--- src/hw/rtl/pcbc_pkg.sv ---
// shared types and constants for the point-cloud box centroid block
package pcbc_pkg;

  localparam int unsigned MAX_POINTS = 524288;
  localparam int unsigned CNT_W = 20;
  localparam int unsigned SUM_W = 36;
  localparam int unsigned PROJ_W = 64;
  localparam int unsigned NUM_W = 65;

  localparam logic [2:0] REG_ROW0_A = 3'd0;
  localparam logic [2:0] REG_ROW0_B = 3'd1;
  localparam logic [2:0] REG_ROW1_A = 3'd2;
  localparam logic [2:0] REG_ROW1_B = 3'd3;
  localparam logic [2:0] REG_ROW2_A = 3'd4;
  localparam logic [2:0] REG_ROW2_B = 3'd5;
  localparam logic [2:0] REG_BOX_ORIGIN = 3'd6;
  localparam logic [2:0] REG_BOX_SIZE = 3'd7;

  typedef struct packed {
    logic signed [15:0] point_x;
    logic signed [15:0] point_y;
    logic signed [15:0] point_z;
    logic               point_valid;
    logic               frame_last;
  } in_item_t;

  typedef struct packed {
    logic signed [15:0] mean_x;
    logic signed [15:0] mean_y;
    logic signed [15:0] mean_z;
    logic [CNT_W-1:0]   point_count;
    logic               empty_res;
    logic               overflow;
  } out_item_t;

  // projected item handed from front to back
  typedef struct packed {
    logic signed [15:0]       x;
    logic signed [15:0]       y;
    logic signed [15:0]       z;
    logic signed [PROJ_W-1:0] p0;
    logic signed [PROJ_W-1:0] p1;
    logic signed [PROJ_W-1:0] p2;
    logic                     valid;
    logic                     last;
  } proj_item_t;

  typedef struct packed {
    logic [15:0] x0;
    logic [15:0] y0;
    logic [15:0] w;
    logic [15:0] h;
  } box_t;

endpackage

--- src/hw/rtl/pcbc_back.sv ---
// back end: pixel divide, box test, accumulation and mean
module pcbc_back (
  input  logic                  clk,
  input  logic                  rst,
  input  pcbc_pkg::box_t        box,
  input  pcbc_pkg::proj_item_t  pi,
  input  logic                  pi_valid,
  output logic                  pi_ready,
  output pcbc_pkg::out_item_t   res,
  output logic                  res_valid,
  input  logic                  res_ready
);
  import pcbc_pkg::*;

  typedef enum logic [5:0] {
    B_IDLE = 6'b000001, B_DIV = 6'b000010, B_TEST = 6'b000100,
    B_MEAN = 6'b001000, B_DONE = 6'b010000, B_OUT = 6'b100000
  } bstate_t;

  bstate_t state;
  proj_item_t item;
  logic [SUM_W-1:0] sum_px, sum_py, sum_pz;
  logic [CNT_W-1:0] selected_count;
  logic overflow_seen;

  // two restoring dividers, both used for pixel division; the first is reused for mean division
  logic [NUM_W-1:0] quo0, quo1, rem0, rem1, den;
  logic neg0, neg1;
  logic [6:0] cnt;
  logic [1:0] mcnt;
  logic [NUM_W:0] t0, t1;
  logic [NUM_W-1:0] mag0, mag1;
  logic signed [NUM_W:0] u, v;
  logic signed [SUM_W-1:0] cur_sum;
  logic [SUM_W-1:0] mag_sum;
  logic [15:0] means [3];
  logic in_box;

  assign t0 = {rem0, quo0[NUM_W-1]} - {1'b0, den};
  assign t1 = {rem1, quo1[NUM_W-1]} - {1'b0, den};
  assign mag0 = item.p0[PROJ_W-1] ? NUM_W'(-{item.p0[PROJ_W-1], item.p0})
                                  : NUM_W'(item.p0);
  assign mag1 = item.p1[PROJ_W-1] ? NUM_W'(-{item.p1[PROJ_W-1], item.p1})
                                  : NUM_W'(item.p1);

  // floor for negative numerators: -(q + (r != 0))
  always_comb begin
    u = neg0 ? -$signed({1'b0, quo0} + (NUM_W+1)'(rem0 != '0))
             : $signed({1'b0, quo0});
    v = neg1 ? -$signed({1'b0, quo1} + (NUM_W+1)'(rem1 != '0))
             : $signed({1'b0, quo1});
    in_box = (u >= $signed((NUM_W+1)'(box.x0)))
          && (u < $signed((NUM_W+1)'({1'b0, box.x0} + {1'b0, box.w})))
          && (v >= $signed((NUM_W+1)'(box.y0)))
          && (v < $signed((NUM_W+1)'({1'b0, box.y0} + {1'b0, box.h})));
  end

  always_comb begin
    case (mcnt)
      2'd0: cur_sum = $signed(sum_px);
      2'd1: cur_sum = $signed(sum_py);
      default: cur_sum = $signed(sum_pz);
    endcase
    mag_sum = cur_sum[SUM_W-1] ? SUM_W'(-cur_sum) : SUM_W'(cur_sum);
  end

  assign pi_ready = (state == B_IDLE);
  assign res_valid = (state == B_OUT);

  always_ff @(posedge clk) begin
    if (rst) begin
      state <= B_IDLE;
      sum_px <= '0;
      sum_py <= '0;
      sum_pz <= '0;
      selected_count <= '0;
      overflow_seen <= 1'b0;
      cnt <= '0;
      mcnt <= '0;
    end else begin
      case (state)
        B_IDLE: begin
          if (pi_valid) begin
            item <= pi;
            if (pi.valid && pi.p2 > 0) begin
              den <= NUM_W'(pi.p2);
              quo0 <= '0;
              quo1 <= '0;
              rem0 <= '0;
              rem1 <= '0;
              cnt <= 7'd0;
              state <= B_DIV;
            end else if (pi.last) begin
              mcnt <= 2'd0;
              cnt <= 7'd0;
              state <= B_MEAN;
            end
          end
        end
        B_DIV: begin
          if (cnt == 7'd0) begin
            quo0 <= mag0;
            quo1 <= mag1;
            neg0 <= item.p0[PROJ_W-1];
            neg1 <= item.p1[PROJ_W-1];
            cnt <= 7'd1;
          end else begin
            quo0 <= {quo0[NUM_W-2:0], ~t0[NUM_W]};
            quo1 <= {quo1[NUM_W-2:0], ~t1[NUM_W]};
            rem0 <= t0[NUM_W] ? {rem0[NUM_W-2:0], quo0[NUM_W-1]} : t0[NUM_W-1:0];
            rem1 <= t1[NUM_W] ? {rem1[NUM_W-2:0], quo1[NUM_W-1]} : t1[NUM_W-1:0];
            if (cnt == 7'(NUM_W)) state <= B_TEST;
            else cnt <= cnt + 7'd1;
          end
        end
        B_TEST: begin
          if (in_box) begin
            if (selected_count >= CNT_W'(MAX_POINTS)) begin
              overflow_seen <= 1'b1;
            end else begin
              sum_px <= sum_px + SUM_W'(item.x);
              sum_py <= sum_py + SUM_W'(item.y);
              sum_pz <= sum_pz + SUM_W'(item.z);
              selected_count <= selected_count + 1'b1;
            end
          end
          mcnt <= 2'd0;
          cnt <= 7'd0;
          state <= item.last ? B_MEAN : B_IDLE;
        end
        // three serial divides of |sum| by count, one bit per cycle
        B_MEAN: begin
          if (cnt == 7'd0) begin
            quo0 <= NUM_W'(mag_sum) << (NUM_W - SUM_W);
            rem0 <= '0;
            den <= NUM_W'(selected_count);
            neg0 <= cur_sum[SUM_W-1];
            cnt <= 7'd1;
          end else begin
            quo0 <= {quo0[NUM_W-2:0], ~t0[NUM_W]};
            rem0 <= t0[NUM_W] ? {rem0[NUM_W-2:0], quo0[NUM_W-1]} : t0[NUM_W-1:0];
            if (cnt == 7'(SUM_W)) state <= B_DONE;
            else cnt <= cnt + 7'd1;
          end
        end
        B_DONE: begin
          if (selected_count == '0) means[mcnt] <= '0;
          else means[mcnt] <= neg0 ? 16'(-quo0) : quo0[15:0];
          cnt <= 7'd0;
          if (mcnt == 2'd2) begin
            state <= B_OUT;
          end else begin
            mcnt <= mcnt + 2'd1;
            state <= B_MEAN;
          end
        end
        B_OUT: begin
          if (res_ready) begin
            sum_px <= '0;
            sum_py <= '0;
            sum_pz <= '0;
            selected_count <= '0;
            overflow_seen <= 1'b0;
            state <= B_IDLE;
          end
        end
        default: state <= B_IDLE;
      endcase
    end
  end

  always_comb begin
    res.mean_x = means[0];
    res.mean_y = means[1];
    res.mean_z = means[2];
    res.point_count = selected_count;
    res.empty_res = (selected_count == '0);
    res.overflow = overflow_seen;
  end
endmodule

--- config.mk ---
export PLATFORM = sky130hd
export DESIGN_NAME = pcbc_back
export DESIGN_NICKNAME = d
export VERILOG_FILES = /design/src/hw/rtl/pcbc_pkg.sv /design/src/hw/rtl/pcbc_back.sv
export SDC_FILE = /design/constraint.sdc
export NUM_CORES = 2
export LEC_CHECK = 0
export CAP_MARGIN = 20
export CORE_MARGIN = 2
export CORE_UTILIZATION = 50
export CTS_BUF_LIST = sky130_fd_sc_hd__clkbuf_8 sky130_fd_sc_hd__clkbuf_16
export CTS_CLUSTER_DIAMETER = 80
export DETAILED_ROUTE_END_ITERATION = 10
export DONT_BUFFER_PORTS = 1
export HOLD_SLACK_MARGIN = 0.03
export PLACE_DENSITY = 0.71
export SLEW_MARGIN = 40
export SYNTH_ARGS = -nofsm -noshare
export SYNTH_HDL_FRONTEND = slang
export SYNTH_SLANG_ARGS = --single-unit
--- constraint.sdc ---
create_clock -name clk -period 17.1 [get_ports clk]
set_input_delay 3.42 -clock clk [delete_from_list [all_inputs] [get_ports clk]]
set_output_delay 3.42 -clock clk [all_outputs]
set_load 0.01 [all_outputs]
==> impl_metrics.env <==
export IMPL_ios=382
export IMPL_grt_pass1_vias=44096
export IMPL_drtIter0Drc=4795
export IMPL_setup_viol=0
export IMPL_worstSetupEndpointType="flip-flop"
export IMPL_worstSkewPairLatency_ns=0.69
export IMPL_skew_ns=0.0347
export IMPL_drv_slew=0
export IMPL_dieHeight_um=336
export IMPL_final_layout_size_suffix_gt1_share_pct=5.17
export IMPL_fin_ws_ns=5.84
export IMPL_post_cts_buffers=0
export IMPL_power_leakage_nw=23.9
export IMPL_routed_wl_um=166000
export IMPL_syn_to_final_growth_pct=7.85
export IMPL_antenna_found_initial=8
export IMPL_finalPower_mw=7.84
export IMPL_synth_fp_nets=6953
export IMPL_initial_core_util_pct=50.5
export IMPL_grt_overflow_total=0
export IMPL_final_core_util_pct=54.5
export IMPL_critPathLaunch="box[17]"
export IMPL_multi_input_area_mm2=0.0334
export IMPL_nets=6849
export IMPL_syn_avg_cell_area_um2=8.97
export IMPL_tightest_slew_ns=0.935
export IMPL_dp_hpwl_um=126000
export IMPL_crit_top_cell="a21oi_1"
export IMPL_rsz0062_at_grt="false"
export IMPL_worst_path_largest_cell_delay_ns=0.81
export IMPL_fillers=9778
export IMPL_grt_pass1_wl_um=254000
export IMPL_drt_first_pass_iters=6
export IMPL_synth_cells=6147
export IMPL_ys_seq_elements=695
export IMPL_power_density_mw_per_mm2=132
export IMPL_min_path_type="reg -> reg"
export IMPL_timing_setup_tns_ns=0
export IMPL_synth_commonest_cells="a21oi_1, edfxtp_1, nor2_1"
export IMPL_clk_pin_slew_ns=0.06
export IMPL_cts_buffers=82
export IMPL_crit_arrival_ns=11.87
export IMPL_ys_types=97
export IMPL_place_ws_ns=5.21
export IMPL_path_max_fanout=70
export IMPL_max_slew_margin_pct=37.0
export IMPL_ys_seq_area_share_pct=35.3
export IMPL_cts_tree="yes"
export IMPL_synth_top_area_cell="edfxtp_1"
export IMPL_cts_hold_buf=0
export IMPL_synth_top_area_share_pct=30.0
export IMPL_vias_per_cell=6.26
export IMPL_fmax_ghz=0.0888
export IMPL_clock_root_buffer="clkbuf_16"
export IMPL_place_congestion=0.986
export IMPL_netlist_top_cells_area="edfxtp_1, ha_1, dfxtp_1"
export IMPL_drc=0
export IMPL_cap_violations=0
export IMPL_clock_sinks=695
export IMPL_dieArea_mm2=0.113
export IMPL_grt_max_degree=165
export IMPL_seq_area_mm2=0.0194
export IMPL_synth_edf_count=551
export IMPL_min_period_ns=11.26
export IMPL_synth_area_mm2=0.0551
export IMPL_htree_levels=3
export IMPL_crit_required_ns=17.71
export IMPL_hp_start="sum_pz[0]"
export IMPL_cts_resized_gates=0
export IMPL_status="completed"
export IMPL_std_cell_rows=121
export IMPL_coreArea_mm2=0.109
export IMPL_hold_viol_final=0
export IMPL_finalCritPeriodShare_pct=65.9
export IMPL_portBuffers=0
export IMPL_async_reset_ff_share_pct=0
export IMPL_track_usage_pct=28.4
export IMPL_irDropWorstVdd_mv=0.101
export IMPL_start_kind="primary input"
export IMPL_cp_slowest_cell="or4_4"
export IMPL_crit_type="in -> reg"
export IMPL_ys_warn_count=0
export IMPL_vias=47517
export IMPL_critPathBufInv=1
export IMPL_synth_most_common_cell="a21oi_1"
export IMPL_ys_dominant_reg_cell="edfxtp_1"
export IMPL_die_w_um=336
export IMPL_cp_top_family="compound AO/OA/AOI/OAI gates"
export IMPL_r2r_start="rem0[14]"
export IMPL_wl_per_cell_um=21.8
export IMPL_cts_buffer_depth=3
export IMPL_antenna_left=0
==> worst paths after layout <==
kind | cells after the start | slack, ns | to
max | 31 | 5.84 | sum_py[6]
min | 2 | 0.48 | sum_pz[0]
min reg2reg | 2 | 0.48 | sum_pz[0]
max reg2reg | 29 | 7.07 | sum_py[6]
==> power breakdown <==
group / switching, mW / internal [mW] / leakage (nW)
Combinational: 2.23 / 1.45 / 16.2
Sequential: 0.218 / 2.15 / 6.32
Clock: 0.776 / 1.02 / 1.38
==> worst register-to-register path: cells and delay by family, from the launching register on <==
kind                       cells  cell delay, ns
and+or+nand+nor                9            4.00
buffers and inverters          2            0.52
xor gates and xnor gates       1            0.19
DFF                            1            0.43
AOI/OAI and AO/OA             13            3.74
adders and majority gates      4            1.07
==> flip-flops by register name, indices dropped and copies added, names as in the netlist, 2 cells and up <==
| name | cells |
|---|---|
| item | 177 |
| quo0 | 65 |
| quo1 | 65 |
| rem0 | 65 |
| rem1 | 65 |
| den | 64 |
| means | 48 |
| sum_px | 36 |
| sum_py | 36 |
| sum_pz | 36 |
| selected_count | 20 |
| cnt | 7 |
| state | 6 |
| mcnt | 2 |
==> cell families after synthesis <==
family / synth area share, %
compound gates: 21.5
xor+xnor: 7.63
fa+ha+maj: 11.4
buf+inv: 4.44
flops: 35.3
mux: 2.94
simple gates: 16.9
==> per-layer routing <==
layer  vias up  wire, um  GRT usage (%)
li1      22757         -              -
met1     22622     74600           40.9
met2      1865     71300           43.1
met3       267     14400           5.33
met4         6      5170           8.70
met5         -        69              0
==> final cells by class <==
| cell class | count | share of cell area, % |
|---|---|---|
| antenna | 7 | 0.0295 |
| clock buffer | 86 | 3.56 |
| clock inverter | 66 | 1.01 |
| inverter | 402 | 2.54 |
| multi-input combinational | 4808 | 56.3 |
| sequential | 695 | 32.7 |
| tap | 1476 | 3.11 |
| timing repair buffer | 54 | 0.804 |
==> per-stage QoR <==
| step | area [um^2] | std cells | hold WS, ns |
|---|---|---|---|
| after floorplan | 55100 | 6147 | 0.442 |
| after global placement | 56500 | 7431 | 0.467 |
| after detailed placement | 56700 | 7435 | 0.476 |
| after CTS | 59400 | 7587 | 0.483 |
| after global routing | 59400 | 7587 | 0.492 |
| final | 59400 | 7594 | 0.482 |
==> cell usage in the layout, fill, tap and decap left out, drive strengths merged, types with 55 or more instances in the layout <==
cell	n
o21a	55
inv	428
nand3	285
and3	55
xor2	232
and2	89
a21o	186
nor4	93
o21ai	324
nand2b	58
nor2	490
ha	489
nand2	355
a211oi	118
dfxtp	144
clkbuf	87
nor3	108
or3	56
a21oi	557
mux2i	143
o22ai	65
o21bai	75
nand4	75
edfxtp	551
xnor2	248
o31ai	73
Note: power is estimated with default switching activity, not from simulation.
