`src/hw/rtl/pcbc_pkg.sv`:
```
// shared types and constants for the point-cloud box centroid block
package pcbc_pkg;

  localparam int unsigned MAX_POINTS = 524288;
  localparam int unsigned CNT_W = 20;
  localparam int unsigned SUM_W = 36;
  localparam int unsigned PROJ_W = 64;
  localparam int unsigned NUM_W = 65;

  localparam logic [2:0] REG_ROW0_A = 3'd0;
  localparam logic [2:0] REG_ROW0_B = 3'd1;
  localparam logic [2:0] REG_ROW1_A = 3'd2;
  localparam logic [2:0] REG_ROW1_B = 3'd3;
  localparam logic [2:0] REG_ROW2_A = 3'd4;
  localparam logic [2:0] REG_ROW2_B = 3'd5;
  localparam logic [2:0] REG_BOX_ORIGIN = 3'd6;
  localparam logic [2:0] REG_BOX_SIZE = 3'd7;

  typedef struct packed {
    logic signed [15:0] point_x;
    logic signed [15:0] point_y;
    logic signed [15:0] point_z;
    logic               point_valid;
    logic               frame_last;
  } in_item_t;

  typedef struct packed {
    logic signed [15:0] mean_x;
    logic signed [15:0] mean_y;
    logic signed [15:0] mean_z;
    logic [CNT_W-1:0]   point_count;
    logic               empty_res;
    logic               overflow;
  } out_item_t;

  // projected item handed from front to back
  typedef struct packed {
    logic signed [15:0]       x;
    logic signed [15:0]       y;
    logic signed [15:0]       z;
    logic signed [PROJ_W-1:0] p0;
    logic signed [PROJ_W-1:0] p1;
    logic signed [PROJ_W-1:0] p2;
    logic                     valid;
    logic                     last;
  } proj_item_t;

  typedef struct packed {
    logic [15:0] x0;
    logic [15:0] y0;
    logic [15:0] w;
    logic [15:0] h;
  } box_t;

endpackage

```
`src/hw/rtl/pcbc_queue.sv`:
```
// two-entry queue between front and back
module pcbc_queue (
  input  logic                 clk,
  input  logic                 rst,
  input  pcbc_pkg::proj_item_t wr_data,
  input  logic                 wr_valid,
  output logic                 wr_ready,
  output pcbc_pkg::proj_item_t rd_data,
  output logic                 rd_valid,
  input  logic                 rd_ready
);
  import pcbc_pkg::*;

  proj_item_t mem [2];
  logic wp, rp;
  logic [1:0] fill;
  logic do_wr, do_rd;

  assign wr_ready = (fill != 2'd2);
  assign rd_valid = (fill != 2'd0);
  assign rd_data = mem[rp];
  assign do_wr = wr_valid && wr_ready;
  assign do_rd = rd_valid && rd_ready;

  always_ff @(posedge clk) begin
    if (do_wr) begin
      mem[wp] <= wr_data;
    end
  end

  always_ff @(posedge clk) begin
    if (rst) begin
      wp <= 1'b0;
      rp <= 1'b0;
      fill <= 2'd0;
    end else begin
      if (do_wr) wp <= ~wp;
      if (do_rd) rp <= ~rp;
      fill <= fill + {1'b0, do_wr} - {1'b0, do_rd};
    end
  end
endmodule

```
`config.mk`:
```
export PLATFORM = sky130hd
export DESIGN_NAME = pcbc_queue
export DESIGN_NICKNAME = d
export VERILOG_FILES = /design/src/hw/rtl/pcbc_pkg.sv /design/src/hw/rtl/pcbc_queue.sv
export SDC_FILE = /design/constraint.sdc
export NUM_CORES = 1
export LEC_CHECK = 0
export BUFFER_PORTS_ARGS = -buffer_cell sky130_fd_sc_hd__buf_2
export CELL_PAD_IN_SITES_DETAIL_PLACEMENT = 0
export CELL_PAD_IN_SITES_GLOBAL_PLACEMENT = 1
export CORE_ASPECT_RATIO = 1.2
export CORE_MARGIN = 1.5
export CORE_UTILIZATION = 30
export CTS_BUF_LIST = sky130_fd_sc_hd__clkbuf_4 sky130_fd_sc_hd__clkbuf_8
export DETAILED_ROUTE_END_ITERATION = 6
export PLACE_DENSITY = 0.57
export SLEW_MARGIN = 20
export SYNTH_ARGS = -nofsm -noshare
export SYNTH_HDL_FRONTEND = slang
export SYNTH_SLANG_ARGS = --single-unit
```
`constraint.sdc`:
```
create_clock -name clk -period 30.6 [get_ports clk]
set_clock_uncertainty 0.1 [all_clocks]
set_input_delay 7.65 -clock clk [delete_from_list [all_inputs] [get_ports clk]]
set_output_delay 7.65 -clock clk [all_outputs]
set_load 0.05 [all_outputs]
```
==> metrics.txt, run 1 <==
pwr/cell area=94.81 nW/um^2; Worst-Skew Late Latency=650 ps; Post-Syn Area per Cell=23.72 sq um; Multi-input gate area=3537 sq um; CTS max path bufs=3; CTS tree=done; combinational family with the most area after synthesis=multiplexers; CP required=22850 ps; post-route non-filler standard cell count=2203; Final Cycle Share=0.3620; Compound-Gate Fraction of Synth Area=0.0004074; Post-Syn Area=18430 sq um; largest net degree at the start of global routing=163; CP cell instances=buf_12, mux2_4, buf_2; minimum clock period=11080 ps; unrepaired setup endpoints after global routing=false; FMAX=0.09029 GHz; P&R area growth vs syn=26.76%; number of placed cells counting well taps=2055; initial core utilization=0.3030; R2R setup slack=27010 ps; fin nets=1580; ys async rst share=0; GP Congestion=0.7311; Critical Path Max Stage Delay=930 ps; crit path launch type=flip-flop; adder-cell share of the synthesized area=0.001358; register area=14640 sq um; DR iter-0 viols=298; FILL cells=5739; Syn Nets=1025; routed len/inst=18.78 um; CP max stage cell=dfxtp_4; CTS sink count=489; layout cells sized above 1=0.6269; Crit. End Element=output port; worst-margin pin slew=1406 ps; Crit path max-delay family=flip-flops; LEAKAGE=0.008969 uW; Post-DP HPWL=27450 um; Arr. time, crit path=3330 ps; flop and latch count out of synthesis=489; status=completed; IR Drop Worst-Case VDD=46.76 uV; DRT antenna net count=0; total CTS buffers=83; post-synthesis mux area share=0.1851; register area share after synthesis=0.7941; total gr overflow=0; Die H=274.5 um; H-Tree Depth=3; Buf/Inv on CP=2; vias in the first global route=9860; Hold WC Path Type=flip-flop to flip-flop; Post-synth EDFFs=484; max-slew violations=0; clk root buf=clkbuf_8; clock-pin slew on the worst setup and hold paths=60 ps; Max Cap Viol=0; first-pass GRT wire length=59950 um; setup bufs post-CTS=0; Global Route Usage Sum=0.1277; Core Region=60820 sq um; total number of vias=9182; endpoints failing hold=0; worst rel slew slack=0.06280; setup TNS=0 ps; post-cts sizing count=0; top-level port count=490; Die W=229.3 um; row count=99; CP Max Fanout=124; Synth Instances=777; DRC Markers=0; Post-synth top flop=edfxtp_1; area share of xor/xnor cells in the synthesized design=0.001426; buffers added on ports=489; commonest non-fill, non-tap cell in the layout=buf_2; # setup viols final=0; most frequent cells in the layout=buf_2 (489), edfxtp_1 (484), mux2_4 (180), clkbuf_8 (85), mux2_2 (63); Cell variety after synth=17; die area=62930 sq um; WS Path Type=flip-flop to output port; synthesis warning total=0; initial antenna violation count=6; Synth Area in Simple Gates=0.002919; drt pass-1 iters=4; Post-Route WL=41370 um; vias per std cell=4.168; Hold-fix buffers, CTS=0
[routing by layer]
layer | global-route usage | routed length [um] | vias to the layer above
met4 | 0.05731 | 1011 | 4
met2 | 0.2203 | 21520 | 324
met1 | 0.1390 | 15440 | 4562
li1 | - | - | 4232
met3 | 0.04992 | 3368 | 60
met5 | 0 | 25 | -
[tightest hold or removal path: cells and delay by family (launching register included)]
family,cells,cell delay [ps]
flip-flops,1,320
XOR/XNOR,1,80
AND/OR/NAND/NOR,1,70
[through the flow]
step	setup slack [ps]	cell area, sq um	util	total power [uW]	hold WS (ps)
2_1_floorplan	11870	18430	-	1534	381.0
4_1_cts	19530	23350	0.3839	2253	415.2
3_5_place_dp	19760	21730	0.3572	1668	410.8
5_1_grt	19410	23360	0.3840	2309	437.1
3_3_place_gp	19810	21720	0.3572	1665	397.3
6_report	19520	23360	0.3841	2215	409.1
[synthesized netlist by cell type, types with 2 or more instances]
master	instances	area share
ha_1	2	0.0014
mux2_4	180	0.15
buf_2	6	0.0016
mux2_2	63	0.038
nor2b_1	2	0.00068
nor2_1	5	0.0010
buf_6	21	0.013
xnor2_1	2	0.00095
dfxtp_1	5	0.0054
edfxtp_1	484	0.79
[where the power goes]
group / leakage (uW) / internal (uW) / switching (uW)
Combinational: 0.00355 / 234 / 537
Sequential: 0.00456 / 842 / 30.1
Clock: 0.000854 / 316 / 256
[cell type report]
| cell class | instances | area share |
|---|---|---|
| clock inverters | 34 | 0.01141 |
| diodes | 4 | 0.0004285 |
| inverters | 1 | 0.0001607 |
| flip-flops and latches | 489 | 0.6266 |
| repair buffers | 497 | 0.1086 |
| well taps | 808 | 0.04328 |
| clock buffers | 110 | 0.05811 |
| multi-input cells | 260 | 0.1514 |
[cells by family (layout without fill, tap and decap cells)]
logic type               Yosys count  count (layout)
other                              0               4
AND/OR/NAND/NOR                   11              11
buffers and inverters             28             642
adder cells (fa/ha/maj)            2               2
flip-flops                       489             489
XOR/XNOR                           3               3
multiplexers                     243             243
AO/OA/AOI/OAI                      1               1
[sequential cells by signal (all words and copies together), names as in the netlist, named ones only]
| signal | count |
|---|---|
| fill | 2 |
| rp | 1 |
| wp | 1 |
| mem | 484 |
[worst paths after layout]
| check | startpoint | end | depth (start not counted) |
|---|---|---|---|
| worst max-delay path | flip-flop | rd_data[109] | 3 |
| worst min-delay path | rp | flip-flop | 2 |
| worst min register to register | rp | flip-flop | 2 |
| worst max register to register | fill[0] | mem[0][152] | 5 |
Note: power is estimated with default switching activity, not from simulation.
==> run 2, diff against run 1 <==
--- a/config.mk
+++ b/config.mk
@@ -5,6 +5,7 @@
 export SDC_FILE = /design/constraint.sdc
 export NUM_CORES = 1
 export LEC_CHECK = 0
+export ABC_AREA = 1
 export BUFFER_PORTS_ARGS = -buffer_cell sky130_fd_sc_hd__buf_2
 export CELL_PAD_IN_SITES_DETAIL_PLACEMENT = 0
 export CELL_PAD_IN_SITES_GLOBAL_PLACEMENT = 1
@@ -13,7 +14,7 @@
 export CORE_UTILIZATION = 30
 export CTS_BUF_LIST = sky130_fd_sc_hd__clkbuf_4 sky130_fd_sc_hd__clkbuf_8
 export DETAILED_ROUTE_END_ITERATION = 6
-export PLACE_DENSITY = 0.57
+export PLACE_DENSITY = 0.59
 export SLEW_MARGIN = 20
 export SYNTH_ARGS = -nofsm -noshare
 export SYNTH_HDL_FRONTEND = slang
==> constraint.sdc (replaced) <==
create_clock -name clk -period 9.95 [get_ports clk]
set_clock_uncertainty 0.1 [all_clocks]
set_input_delay 2.4875 -clock clk [delete_from_list [all_inputs] [get_ports clk]]
set_output_delay 2.4875 -clock clk [all_outputs]
set_load 0.05 [all_outputs]
==> metrics.txt, run 2 <==
worst rel slew slack=0.1733 (+0.1105); post-synth top area share=0.7880 (about the same); drt pass-1 iters=4 (unchanged); GP Congestion=0.7358 (+0.64%); buffers added on ports=489 (unchanged); setup TNS=0 ps (unchanged); initial core utilization=0.3033 (about the same); Core Region=60820 sq um (unchanged); Clk pwr share=0.249 (-0.009); Pint=4181 uW (+200%); Commonest cells post-synth=edfxtp_1 (484), mux2_4 (180), mux2_2 (62); setup bufs post-CTS=0 (unchanged); minimum clock period=5081 ps; pwr/cell area=287.1 nW/um^2 (+200%); P&R area growth vs syn=26.24%; CTS tree=done; Post-Syn Area per Cell=23.35 sq um (-1.6%); register share of total power=0.400 (+0.006); Switching Fraction=0.3747 (+0.003376); RR Endpoint=mem[1][54]; die area=62990 sq um (about the same); unrepaired setup endpoints after global routing=false; row count=99 (unchanged); Worst-Skew Late Latency=640 ps (about the same); biggest regs=mem (484), fill (2); largest net degree at the start of global routing=134 (-18%); Post-Route WL=41070 um (-0.73%); count leader, synth=edfxtp_1; total gr overflow=0 (unchanged); combinational fraction of design power=0.351 (+0.003); Hold-fix buffers, CTS=0 (unchanged); H-Tree Depth=3 (unchanged); max-slew violations=0 (unchanged); Hold WC Path Type=flip-flop to flip-flop; Max Cap Viol=0 (unchanged); vias in the first global route=9737 (-1.2%); R2R depth=5 (unchanged); post-cts sizing count=0 (unchanged); DRT antenna net count=0 (unchanged); Sw Pwr=2505 uW (+200%); endpoints failing hold=0 (unchanged); area leader, netlist=edfxtp_1; IR Drop Worst-Case VDD=207.7 uV (+340%); flop and latch count out of synthesis=489 (unchanged); FMAX=0.1968 GHz; vias per std cell=4.184 (+0.38%); clock-pin slew on the worst setup and hold paths=60 ps (about the same); layout cells sized above 1=0.6154 (-0.01150); Post-synth EDFFs=484 (unchanged); initial antenna violation count=5 (-1); CTS max path bufs=3 (unchanged); hold_sp=rp; clk root buf=clkbuf_8; fin nets=1589 (+0.57%); DR iter-0 viols=359 (+20%); first-pass GRT wire length=59310 um (-1.1%); Hold Crit Depth=2 (unchanged); Post-DP HPWL=26970 um (-1.8%); max reg flops=484 (unchanged); most frequent cells in the layout=buf_2 (489), edfxtp_1 (484), mux2_4 (180), clkbuf_8 (81), mux2_2 (62); Syn Nets=1038 (+1.3%); ys async rst share=0 (unchanged); CTS sink count=489 (unchanged); R2R setup slack=7080 ps (-19930 ps); Tot Pwr=6687 uW (+200%); synthesis warning total=0 (unchanged); FILL cells=5714 (-0.44%); worst r2r src=fill[0]; Placement Setup Slack=5097 ps (-14660 ps); Area contributors post-synth=edfxtp_1 (79%), mux2_4 (15%), mux2_2 (3.8%); commonest non-fill, non-tap cell in the layout=buf_2; Most flops, register=mem; register area share after synthesis=0.7934 (about the same); top-level port count=490 (unchanged); DRC Markers=0 (unchanged); Final WS setup=4869 ps (-14660 ps); Final Cycle Share=0.5107; CP required=7360 ps (-15490 ps); worst-margin pin slew=1240 ps (-165.7 ps); # setup viols final=0 (unchanged); WS Path Type=flip-flop to output port; total CTS buffers=81 (-2.4%); Arr. time, crit path=2490 ps (-840 ps); Cell variety after synth=12 (-5); Die H=274.6 um (about the same); routed len/inst=18.55 um (-1.2%); status=completed; Crit. End Element=output port; Post-synth top flop=edfxtp_1; Post-Syn Area=18450 sq um (about the same); LEAKAGE=0.008948 uW (-0.23%); Global Route Usage Sum=0.1263 (-0.001463); total number of vias=9263 (+0.88%); Die W=229.4 um (about the same); CP Max Fanout=125 (+0.81%); Synth Instances=790 (+1.7%); crit path launch type=flip-flop
-- run 2: cell count changes after synthesis, sizes merged, moves of 2 or more --
| cell | change |
|---|---|
| a21oi | +2 |
| inv | +7 |
| nand2 | +7 |
| nand3 | +3 |
| nor2 | +4 |
| nor2b | -2 |
| xnor2 | -2 |
-- run 2: cell families after synthesis --
| group | Yosys count | share of synthesized area |
|---|---|---|
| flops | 489 | 0.7934 |
| mux | 242 | 0.1844 |
| buf+inv | 35 | 0.01608 |
| simple gates | 20 | 0.004273 |
| compound gates | 2 | 0.0005427 |
| fa+ha+maj | 2 | 0.001356 |
-- run 2: final cells by class --
cell class	instances	area, sq um	area share
timing repair buffer	495	2542	0.1092
tap	808	1011	0.04342
multi-input combinational	266	3522	0.1513
inverter	8	37.54	0.001612
sequential	489	14640	0.6286
clock buffer	109	1325	0.05690
clock inverter	37	205.2	0.008812
antenna	2	5.005	0.0002149
-- run 2: per-layer routing --
| metal | wire [um] | track usage | up-vias |
|---|---|---|---|
| met3 | 3095 | 0.04654 | 72 |
| met5 | 27 | 0 | - |
| met1 | 14960 | 0.1332 | 4609 |
| met2 | 21910 | 0.2258 | 315 |
| met4 | 1073 | 0.05488 | 6 |
| li1 | - | - | 4261 |
-- run 2: power groups by stage --
stage / logic [uW] / clock network, uW / registers [uW]
2_1_floorplan: 1890 / 0 / 2770
4_1_cts: 2390 / 1740 / 2680
5_1_grt: 2450 / 1820 / 2700
3_5_place_dp: 2380 / 0 / 2720
3_3_place_gp: 2380 / 0 / 2700
6_report: 2350 / 1660 / 2670
-- run 2: worst max-delay path, cell delays in order (launching register included) --
cell and delay (ps):
dfxtp_4 370, buf_12 450, mux2_4 330, buf_2 270
-- run 2: how the worst max path moves through the flow --
stage / to / slack (ps)
6_report: rd_data[184] / 4870
5_1_grt: rd_data[94] / 4800
4_1_cts: rd_data[184] / 4870
3_5_place_dp: mem[1][49] / 5100
3_3_place_gp: mem[1][49] / 5100
2_1_floorplan: mem[0][0] / 490
-- run 2: stage by stage --
stage            util  area (sq um)  instances  hold WS [ps]
6_report       0.3829         23290       2214         420.2
5_1_grt        0.3829         23290       2214         468.1
4_1_cts        0.3828         23280       2212         418.1
3_5_place_dp   0.3576         21750       2066         393.7
3_3_place_gp   0.3576         21750       2066         387.6
2_1_floorplan       -         18450        790         367.5
